## src/rtl/core/tia_pkg.sv

```systemverilog
// Shared types, opcodes and status codes for the tetrad integer ALU.
package tia_pkg;

    localparam int DataWidth = 32;
    localparam int CountWidth = $clog2(DataWidth + 1);

    typedef logic [DataWidth-1:0] data_t;

    typedef enum logic [4:0] {
        CMD_ADD    = 5'd0,
        CMD_SUB    = 5'd1,
        CMD_MUL    = 5'd2,
        CMD_DIV    = 5'd3,
        CMD_MOD    = 5'd4,
        CMD_POW    = 5'd5,
        CMD_BITAND = 5'd6,
        CMD_LAND   = 5'd7,
        CMD_LOR    = 5'd8,
        CMD_LXOR   = 5'd9,
        CMD_NE     = 5'd10,
        CMD_LT     = 5'd11,
        CMD_GT     = 5'd12,
        CMD_LE     = 5'd13,
        CMD_GE     = 5'd14,
        CMD_EQ     = 5'd15,
        CMD_COPY   = 5'd16,
        CMD_NEG    = 5'd17,
        CMD_NOT    = 5'd18
    } cmd_t;

    typedef enum logic [1:0] {
        ST_OK     = 2'd0,
        ST_DIV0   = 2'd1,
        ST_NEGEXP = 2'd2
    } status_t;

    typedef struct packed {
        logic [4:0]           cmd;
        logic signed [DataWidth-1:0] left_value;
        logic signed [DataWidth-1:0] right_value;
    } in_beat_t;

    typedef struct packed {
        logic signed [DataWidth-1:0] result_value;
        logic [1:0]                  status;
    } out_beat_t;

    typedef enum logic [2:0] {
        S_IDLE,
        S_DIV,
        S_DIVFIX,
        S_POW,
        S_OUT
    } state_t;

    typedef struct packed {
        logic load;
        logic div_step;
        logic div_fix;
        logic pow_step;
    } ctl_t;

    typedef struct packed {
        logic kind_div;
        logic kind_pow;
        logic count_done;
    } sts_t;

endpackage

```

## src/rtl/core/tetrad_integer_alu_unit.sv

```systemverilog
// Top level of the tetrad integer ALU.
// One beat at a time: simple ops, divide by zero and negative exponents go from
// load through S_DIV to S_OUT; divide and remainder run the shift-subtract loop
// (one quotient bit per cycle), then a sign fix; power runs one step per
// significant exponent bit (up to 31). The result is held until taken; the next
// beat is accepted the cycle after.
module tetrad_integer_alu_unit (
    input  logic               clk,
    input  logic               rst_n,
    input  logic               in_valid,
    output logic               in_stall,
    input  tia_pkg::in_beat_t  in_data,
    output logic               out_valid,
    input  logic               out_stall,
    output tia_pkg::out_beat_t out_data
);
    import tia_pkg::*;

    ctl_t ctl;
    sts_t sts;

    tia_ctrl u_ctrl (
        .clk      (clk),
        .rst_n    (rst_n),
        .in_valid (in_valid),
        .in_stall (in_stall),
        .out_valid(out_valid),
        .out_stall(out_stall),
        .sts      (sts),
        .ctl      (ctl)
    );

    tia_datapath u_dp (
        .clk    (clk),
        .in_beat(in_data),
        .ctl    (ctl),
        .sts    (sts),
        .res    (out_data)
    );

endmodule

```

## src/rtl/core/tia_datapath.sv

```systemverilog
// Operand registers, shift-subtract divider, square-and-multiply and simple ops.
module tia_datapath (
    input  logic             clk,
    input  tia_pkg::in_beat_t in_beat,
    input  tia_pkg::ctl_t    ctl,
    output tia_pkg::sts_t    sts,
    output tia_pkg::out_beat_t res
);
    import tia_pkg::*;

    data_t a_reg, a_next;
    data_t b_reg, b_next;
    data_t r_reg, r_next;
    logic [1:0] st_reg, st_next;
    logic [CountWidth-1:0] cnt_reg, cnt_next;
    logic neg_q_reg, neg_q_next;
    logic neg_r_reg, neg_r_next;
    logic kdiv_reg, kdiv_next;
    logic kpow_reg, kpow_next;
    logic is_mod_reg, is_mod_next;

    data_t a_in, b_in, ma, mb, simple;
    logic az, bz, lt_ab, lt_ba;
    logic [DataWidth:0] rem_sh;
    logic [DataWidth:0] rem_sub;
    logic [2*DataWidth-1:0] prod_acc, prod_base;
    data_t quo, rem;

    function automatic data_t prod_acc_pow(input data_t x, input data_t y);
        logic [2*DataWidth-1:0] p;
        p = {{DataWidth{1'b0}}, x} * {{DataWidth{1'b0}}, y};
        return p[DataWidth-1:0];
    endfunction

    assign a_in = data_t'(in_beat.left_value);
    assign b_in = data_t'(in_beat.right_value);
    assign az = (a_in == '0);
    assign bz = (b_in == '0);
    assign lt_ab = $signed(a_in) < $signed(b_in);
    assign lt_ba = $signed(b_in) < $signed(a_in);
    assign ma = a_in[DataWidth-1] ? data_t'(-a_in) : a_in;
    assign mb = b_in[DataWidth-1] ? data_t'(-b_in) : b_in;

    always_comb
    begin
        prod_acc = '0;
        case (in_beat.cmd)
            CMD_MUL: prod_acc = {{DataWidth{1'b0}}, a_in} * {{DataWidth{1'b0}}, b_in};
            default: prod_acc = '0;
        endcase
        simple = '0;
        case (in_beat.cmd)
            CMD_ADD:    simple = a_in + b_in;
            CMD_SUB:    simple = a_in - b_in;
            CMD_MUL:    simple = prod_acc[DataWidth-1:0];
            CMD_BITAND: simple = a_in & b_in;
            CMD_LAND:   simple = data_t'(!az && !bz);
            CMD_LOR:    simple = data_t'(!az || !bz);
            CMD_LXOR:   simple = data_t'(az != bz);
            CMD_NE:     simple = data_t'(a_in != b_in);
            CMD_LT:     simple = data_t'(lt_ab);
            CMD_GT:     simple = data_t'(lt_ba);
            CMD_LE:     simple = data_t'(!lt_ba);
            CMD_GE:     simple = data_t'(!lt_ab);
            CMD_EQ:     simple = data_t'(a_in == b_in);
            CMD_COPY:   simple = a_in;
            CMD_NEG:    simple = data_t'(-a_in);
            CMD_NOT:    simple = data_t'(az);
            default:    simple = '0;
        endcase
    end

    // Divide: a_reg holds quotient bits shifting in, r_reg the partial remainder.
    assign rem_sh = {r_reg, a_reg[DataWidth-1]};
    assign rem_sub = rem_sh - {1'b0, b_reg};
    // Power: r_reg accumulator, a_reg base, b_reg exponent.
    assign prod_base = {{DataWidth{1'b0}}, a_reg} * {{DataWidth{1'b0}}, a_reg};
    assign quo = neg_q_reg ? data_t'(-a_reg) : a_reg;
    assign rem = neg_r_reg ? data_t'(-r_reg) : r_reg;

    always_comb
    begin
        a_next = a_reg;
        b_next = b_reg;
        r_next = r_reg;
        st_next = st_reg;
        cnt_next = cnt_reg;
        neg_q_next = neg_q_reg;
        neg_r_next = neg_r_reg;
        kdiv_next = kdiv_reg;
        kpow_next = kpow_reg;
        is_mod_next = is_mod_reg;
        if (ctl.load)
        begin
            kdiv_next = 1'b0;
            kpow_next = 1'b0;
            st_next = ST_OK;
            r_next = simple;
            cnt_next = CountWidth'(DataWidth);
            is_mod_next = (in_beat.cmd == CMD_MOD);
            neg_q_next = a_in[DataWidth-1] ^ b_in[DataWidth-1];
            neg_r_next = a_in[DataWidth-1];
            if (in_beat.cmd == CMD_DIV || in_beat.cmd == CMD_MOD)
            begin
                if (bz)
                begin
                    st_next = ST_DIV0;
                    r_next = '0;
                end
                else
                begin
                    kdiv_next = 1'b1;
                    a_next = ma;
                    b_next = mb;
                    r_next = '0;
                end
            end
            else if (in_beat.cmd == CMD_POW)
            begin
                if (b_in[DataWidth-1])
                begin
                    st_next = ST_NEGEXP;
                    r_next = '0;
                end
                else
                begin
                    kpow_next = 1'b1;
                    a_next = a_in;
                    b_next = b_in;
                    r_next = data_t'(1);
                end
            end
        end
        else if (ctl.div_step)
        begin
            cnt_next = cnt_reg - 1'b1;
            if (!rem_sub[DataWidth])
            begin
                r_next = rem_sub[DataWidth-1:0];
                a_next = {a_reg[DataWidth-2:0], 1'b1};
            end
            else
            begin
                r_next = rem_sh[DataWidth-1:0];
                a_next = {a_reg[DataWidth-2:0], 1'b0};
            end
        end
        else if (ctl.div_fix)
        begin
            r_next = is_mod_reg ? rem : quo;
        end
        else if (ctl.pow_step)
        begin
            cnt_next = cnt_reg - 1'b1;
            if (b_reg[0])
            begin
                r_next = prod_acc_pow(r_reg, a_reg);
            end
            a_next = prod_base[DataWidth-1:0];
            b_next = b_reg >> 1;
        end
    end

    always_ff @(posedge clk)
    begin
        a_reg <= a_next;
        b_reg <= b_next;
        r_reg <= r_next;
        st_reg <= st_next;
        cnt_reg <= cnt_next;
        neg_q_reg <= neg_q_next;
        neg_r_reg <= neg_r_next;
        kdiv_reg <= kdiv_next;
        kpow_reg <= kpow_next;
        is_mod_reg <= is_mod_next;
    end

    assign sts.kind_div = kdiv_reg;
    assign sts.kind_pow = kpow_reg;
    assign sts.count_done = kpow_reg ? (b_reg == '0) : (cnt_reg == '0);
    assign res.result_value = r_reg;
    assign res.status = st_reg;

endmodule

```

## src/rtl/core/tia_ctrl.sv

```systemverilog
// Sequencer for load, divide and power iterations and result hand-off.
module tia_ctrl (
    input  logic          clk,
    input  logic          rst_n,
    input  logic          in_valid,
    output logic          in_stall,
    output logic          out_valid,
    input  logic          out_stall,
    input  tia_pkg::sts_t sts,
    output tia_pkg::ctl_t ctl
);
    import tia_pkg::*;

    state_t state_reg, state_next;

    always_ff @(posedge clk or negedge rst_n)
    begin
        if (!rst_n)
            state_reg <= S_IDLE;
        else
            state_reg <= state_next;
    end

    always_comb
    begin
        state_next = state_reg;
        ctl = '0;
        in_stall = 1'b1;
        out_valid = 1'b0;
        case (state_reg)
            S_IDLE:
            begin
                in_stall = 1'b0;
                if (in_valid)
                begin
                    ctl.load = 1'b1;
                    state_next = S_DIV;
                end
            end
            S_DIV:
            begin
                if (sts.kind_pow)
                    state_next = S_POW;
                else if (!sts.kind_div)
                    state_next = S_OUT;
                else if (sts.count_done)
                    state_next = S_DIVFIX;
                else
                    ctl.div_step = 1'b1;
            end
            S_DIVFIX:
            begin
                ctl.div_fix = 1'b1;
                state_next = S_OUT;
            end
            S_POW:
            begin
                if (sts.count_done)
                    state_next = S_OUT;
                else
                    ctl.pow_step = 1'b1;
            end
            S_OUT:
            begin
                out_valid = 1'b1;
                if (!out_stall)
                    state_next = S_IDLE;
            end
            default: state_next = S_IDLE;
        endcase
    end

endmodule
```

## config.mk

```make
export PLATFORM = sky130hd
export DESIGN_NAME = tetrad_integer_alu_unit
export DESIGN_NICKNAME = d
export VERILOG_FILES = /design/src/rtl/core/tia_pkg.sv /design/src/rtl/core/tetrad_integer_alu_unit.sv /design/src/rtl/core/tia_datapath.sv /design/src/rtl/core/tia_ctrl.sv
export SDC_FILE = /design/constraint.sdc
export NUM_CORES = 2
export LEC_CHECK = 0
export ABC_AREA = 1
export BUFFER_PORTS_ARGS = -buffer_cell sky130_fd_sc_hd__buf_2
export CORE_MARGIN = 5
export CORE_UTILIZATION = 44
export CTS_CLUSTER_DIAMETER = 30
export DETAILED_ROUTE_END_ITERATION = 6
export SLEW_MARGIN = 5
export SYNTH_ARGS = -nofsm -noshare
export SYNTH_HDL_FRONTEND = slang
export SYNTH_SLANG_ARGS = --single-unit
```

## constraint.sdc

```tcl
create_clock -name clk -period 7.7 [get_ports clk]
set_clock_uncertainty 0.15 [all_clocks]
set_input_delay 0.385 -clock clk [delete_from_list [all_inputs] [get_ports clk]]
set_output_delay 0.385 -clock clk [all_outputs]
set_load 0.02 [all_outputs]
```

### After elaboration in Yosys (flattened, before gate mapping)

Index checks and enable logic that the tools add are counted.

* flip-flop bits (word level): 112
* output and inout port bits: 36

* $lt $le $gt $ge: 2
* $mul: 3
* bitwise logic cells: 3
* muxes and demuxes: 59
* add/subtract/negate cells: 8
* equal/unequal tests: 37
* reduce and logical (&&, ||, !) cells: 24

Operator list (number)
* $mux W32: 29
* $pmux W32 S16: 1
* $neg A32 Y32: 4
* $logic_not A32 Y1: 3
* $mul A32 B32 Y32: 3
* $lt A32 B32 Y1: 2
* $eq A5 B4 Y1 const B: 8
* $sub A33 B32 Y33: 1
* $add A32 B32 Y32: 1
* $and A32 B32 Y32: 1
* $eq A32 B32 Y1: 1
* $ne A32 B32 Y1: 1
* $sub A32 B32 Y32: 1
* $eq A5 B3 Y1 const B: 4
* $mux W3: 6
* $mux W6: 3
* $mux W1: 16
* $eq A5 B5 Y1 const B: 3
* $pmux W3 S5: 1
* $eq A5 B2 Y1 const B: 2
* $reduce_bool A4 Y1: 2
* $eq A3 B2 Y1 const B: 2
* $logic_not A6 Y1: 1
* $mux W2: 3
* 27 further kinds: 37

### Depth between registers and ports, before layout

* depth after elaboration: 8
* mapped depth: 38

### By module

Synthesis repeated with hierarchy kept, for this count alone.

* cell total of the unflattened synthesis: 8823
* area, all modules: 63943.8 um^2

Modules (own cells, without submodules)
* tia_datapath: area an instance 63719.9 um^2, times used 1, seq. area each 3213.1 um^2, cells an instance 8786
* tia_ctrl: area an instance 224.0 um^2, times used 1, seq. area each 75.1 um^2, cells an instance 37

### Worst setup path before layout

OpenSTA, ideal clock, no wires.

* path kind: flip-flop to flip-flop
* start point: reg u_dp.r_reg[16]
* end point: reg u_dp.r_reg[26] (data pin)
* setup time: 0.263 ns
* arrival time: 7.015 ns
* slack: 0.272 ns
* clock period less this slack: 7.428 ns
* stages on the path, launching flop included: 31
* buffers on the path: 2
* cell sequence: edfxtp_1 > clkbuf_1 > buf_1 > nand2_1 > fa_1 > inv_1 > fa_1 > inv_1 > fa_1 > inv_1 > fa_1 > inv_1 > fa_1 > inv_1 > fa_1 > fa_1 > inv_1 > fa_1 > inv_1 > ha_1 > nand2_1 > nor4_2 > nand4_1 > nand3_1 > nand3_1 > nand2_1 > nand3_1 > nand3_1 > nand3_1 > nand3_1 > nand3_1

* longest elaborated chain between the ends: 6
* elaborated cells between the ends (all ways): 11

RTL lines
* from (decl): line tia_datapath.sv:13 `data_t r_reg, r_next;`
* from (signal assigned): line tia_datapath.sv:168 `r_reg <= r_next;`
* $mul A32 B32 Y32 or $neg A32 Y32 (tied branches): line tia_datapath.sv:31, tia_datapath.sv:79
* $mux W32, on equally long branches: line tia_datapath.sv:155, tia_datapath.sv:79
* $mux W32, on equally long branches: line tia_datapath.sv:152, tia_datapath.sv:150
* $mux W32: line tia_datapath.sv:148 `else if (ctl.div_fix)`
* $mux W32 *: line tia_datapath.sv:134 `else if (ctl.div_step)`
* $mux W32 *: line tia_datapath.sv:93 `if (ctl.load)`
* via u_dp.r_next[26]: line tia_datapath.sv:13

Mark *: on every way through the listed nets, which the timed path passes. The rest lies on a longest branch. The select of a mux whose other input is x is not followed.
A chain may end at the register's enable or synchronous reset.

### Worst setup path in the final report

* start point: reg u_dp.a_reg[2]
* end point: reg u_dp.r_reg[30] (data pin)

* longest elaborated chain between the ends: 6
* elaborated cells between the ends (all ways): 9

RTL lines
* from (decl): line tia_datapath.sv:11 `data_t a_reg, a_next;`
* from (signal assigned): line tia_datapath.sv:166 `a_reg <= a_next;`
* $mul A32 B32 Y32 or $neg A32 Y32 (tied branches): line tia_datapath.sv:31, tia_datapath.sv:78
* $mux W32, on equally long branches: line tia_datapath.sv:155, tia_datapath.sv:78
* $mux W32, on equally long branches: line tia_datapath.sv:152, tia_datapath.sv:150
* $mux W32 *: line tia_datapath.sv:148
* $mux W32 *: line tia_datapath.sv:134
* $mux W32 *: line tia_datapath.sv:93
* via u_dp.r_next[30]: line tia_datapath.sv:13

Marks and branches as above.

==> run metrics <==
Slowest-stage cell, CP fa_1; Post-synth EDFFs 103; post-synth top area share 0.3691; syn_nets 10602; cell mode on critical path fa_1; post-layout util 0.4783; vias in the first global route 60148; crit path max fanout 15; Site Rows 140; DIE WIDTH 392.3 µm; area grow syn2layout 8.248%; Setup CP Type reg -> reg; hold crit path type in -> reg; fillcell total 14784; layout cells sized above 1 0.07629; Clock Latency Late Sink 0.41 ns; Tcrit/Tclk final 0.9646; overall routing resource usage 0.3258; top-count cell post-synth inv_1; Final Non-Filler Cells 10847; wire length of the first global-routing pass 377200 µm; setup tns final 0 ns; Pins Over Slew Limit 0; number of port buffers 108; largest net degree at the start of global routing 52; achievable clock frequency 0.1346 GHz; DRC 0; met1 Use GR 0.4292; RSZ-0062 raised after global routing true; clock tree root buffer cell clkbuf_16; Most Used Layer, Global Route met2; min cycle time layout 7.427 ns; core box area 0.1456 mm²; Post-synth ARST share 0.02679; Synthesis Warnings 0; Slew @ Worst Pin 1.356 ns; num ports 109; gpl congestion 1.027; final net count 10693; #FFs+latches synth 112; clock sink count 112; routed wire length 248900 µm; met3 global-route usage 0.04806; routed via count 58531; Initial Util 0.4419; vias per cell 5.396; max_slew headroom 0.08653; Top FF cell, synth edfxtp_1; Max Cap Viol 0; grt ovf 0; CTS tree built; Post-Syn Area 0.06432 mm²; Avg WL per Cell 22.94 µm; Final Hold Fails 0; top cells by area, synth fa_1, inv_1, nand2_1; Yosys top cell by area fa_1; clk buf depth 2; initial antenna violation count 17; Post-Syn Instances 8831; cells on worst reg2reg path 30; met2 Use GR 0.5429; Setup-failing EPs final 0; post-synthesis sequential area ratio 0.05112; Worst Path Arrival 7.41 ns; crit start category register; DPL Wire Length 208900 µm; router iterations before antenna repair 6; CTS Buf Count 9; Die H 392.3 µm; DP Cell Count 10821; H-Tree Depth 3; Commonest cells post-synth inv_1, nand2_1, fa_1, ha_1, a21oi_1; Crit path largest cell delay 0.55 ns; drt first-iter violations 5161; outcome finished clean; CP Capture Type register; CTS clk-pin slew, worst paths 0.12 ns; hold path depth 3; Avg Inst Size Synth 7.283 µm²; post-route ant nets 0; synth unique cells 79; worst path required time 7.68 ns; Die Area 0.1539 mm²
stage by stage:
stage / area [µm²] / hold WS [ns] / worst slack (ns)
2_1_floorplan: 64320 / -0.06059 / 0.2723
3_3_place_gp: 69090 / 0.03432 / -0.1542
3_5_place_dp: 69090 / 0.03641 / -0.2188
4_1_cts: 69400 / 0.04016 / 0.1545
5_1_grt: 69620 / 0.1010 / -0.07981
6_report: 69620 / 0.04895 / 0.2726
placed cells by master (no fill, tap or decap), types with 8 or more instances in the layout:
cell       count
xor2_1       148
xnor2_1       65
nand3b_1      11
clkbuf_16      9
a21oi_1      335
nand2_1     2154
buf_2        108
buf_4        308
fa_1        1186
nand2_2       15
o21a_1         8
edfxtp_1     103
o21ai_2        9
nor4_1        24
a31oi_1       22
o21ai_0      283
nor3_1        59
o21ai_1       55
nand4_1       78
o2111ai_1     10
a21o_1        24
ha_1         507
buf_12        61
nor2_2        18
nor2_1       299
o221ai_1      18
nor2_4        13
or2_2         19
o21bai_1      24
o211ai_1      55
nor3_2        10
o31ai_1       10
nand3_2       10
a221oi_1       8
nand3_1      290
inv_1       2384
o22ai_1       27
inv_2         36
routing by layer:
metal / vias up / wire length [µm]
li1: 26347 / -
met1: 29111 / 100500
met2: 2556 / 115700
met3: 509 / 20190
met4: 8 / 12430
met5: - / 51
cell families after synthesis:
group | after synthesis | share of synthesized area
and+or+nand+nor | 3032 | 0.1967
buffers and inverters | 2831 | 0.1685
adders and majority gates | 1698 | 0.4687
AOI/OAI and AO/OA | 938 | 0.08445
xor gates and xnor gates | 218 | 0.03015
DFF | 112 | 0.05112
muxes | 2 | 0.0003113
critical path, delay by kind of cell, from the launching register on:
family / cells / cell delay [ns]
AOI/OAI and AO/OA: 3 / 0.37
adders and majority gates: 9 / 4.49
DFF: 1 / 0.41
and+or+nand+nor: 7 / 0.60
buffers and inverters: 10 / 0.95
xor gates and xnor gates: 1 / 0.16
layout make-up:
type,count,area (µm²),area share
repair buffers,484,4151,0.05963
diodes,3,7.507,0.0001078
multi-input cells,5888,50360,0.7233
inverters,2427,9114,0.1309
clock buffers,9,225.2,0.003235
flip-flops and latches,112,3288,0.04723
clock inverters,7,78.83,0.001132
well taps,1917,2399,0.03445
worst paths after layout:
| kind | to | slack (ns) | from |
|---|---|---|---|
| max | u_dp.r_reg[30]$_DFFE_PP_ | 0.27 | u_dp.a_reg[2]$_DFFE_PP_ |
| min | u_ctrl.state_reg[2]$_DFFE_PN0P_ | 0.05 | out_stall |
| max reg2reg | u_dp.r_reg[30]$_DFFE_PP_ | 0.27 | u_dp.a_reg[2]$_DFFE_PP_ |
| min reg2reg | u_dp.cnt_reg[0]$_SDFFE_PP0P_ | 0.32 | u_dp.cnt_reg[0]$_SDFFE_PP0P_ |
| max in group asynchronous | u_ctrl.state_reg[0]$_DFFE_PN0P_ | 7.16 | rst_n |
| min in group asynchronous | u_ctrl.state_reg[2]$_DFFE_PN0P_ | 0.13 | rst_n |
repair_timing:
action / in CTS / in global routing
hold endpoints to repair: 3 / 0
hold buffers: 1 / 0
buffers inserted: 0 / 5
gates resized for setup: 0 / 34
setup endpoints to repair: 0 / 21
Power is left out: the tool's default activity adds up to more than one toggle a clock period on the data nets, which glitch-free logic cannot reach.
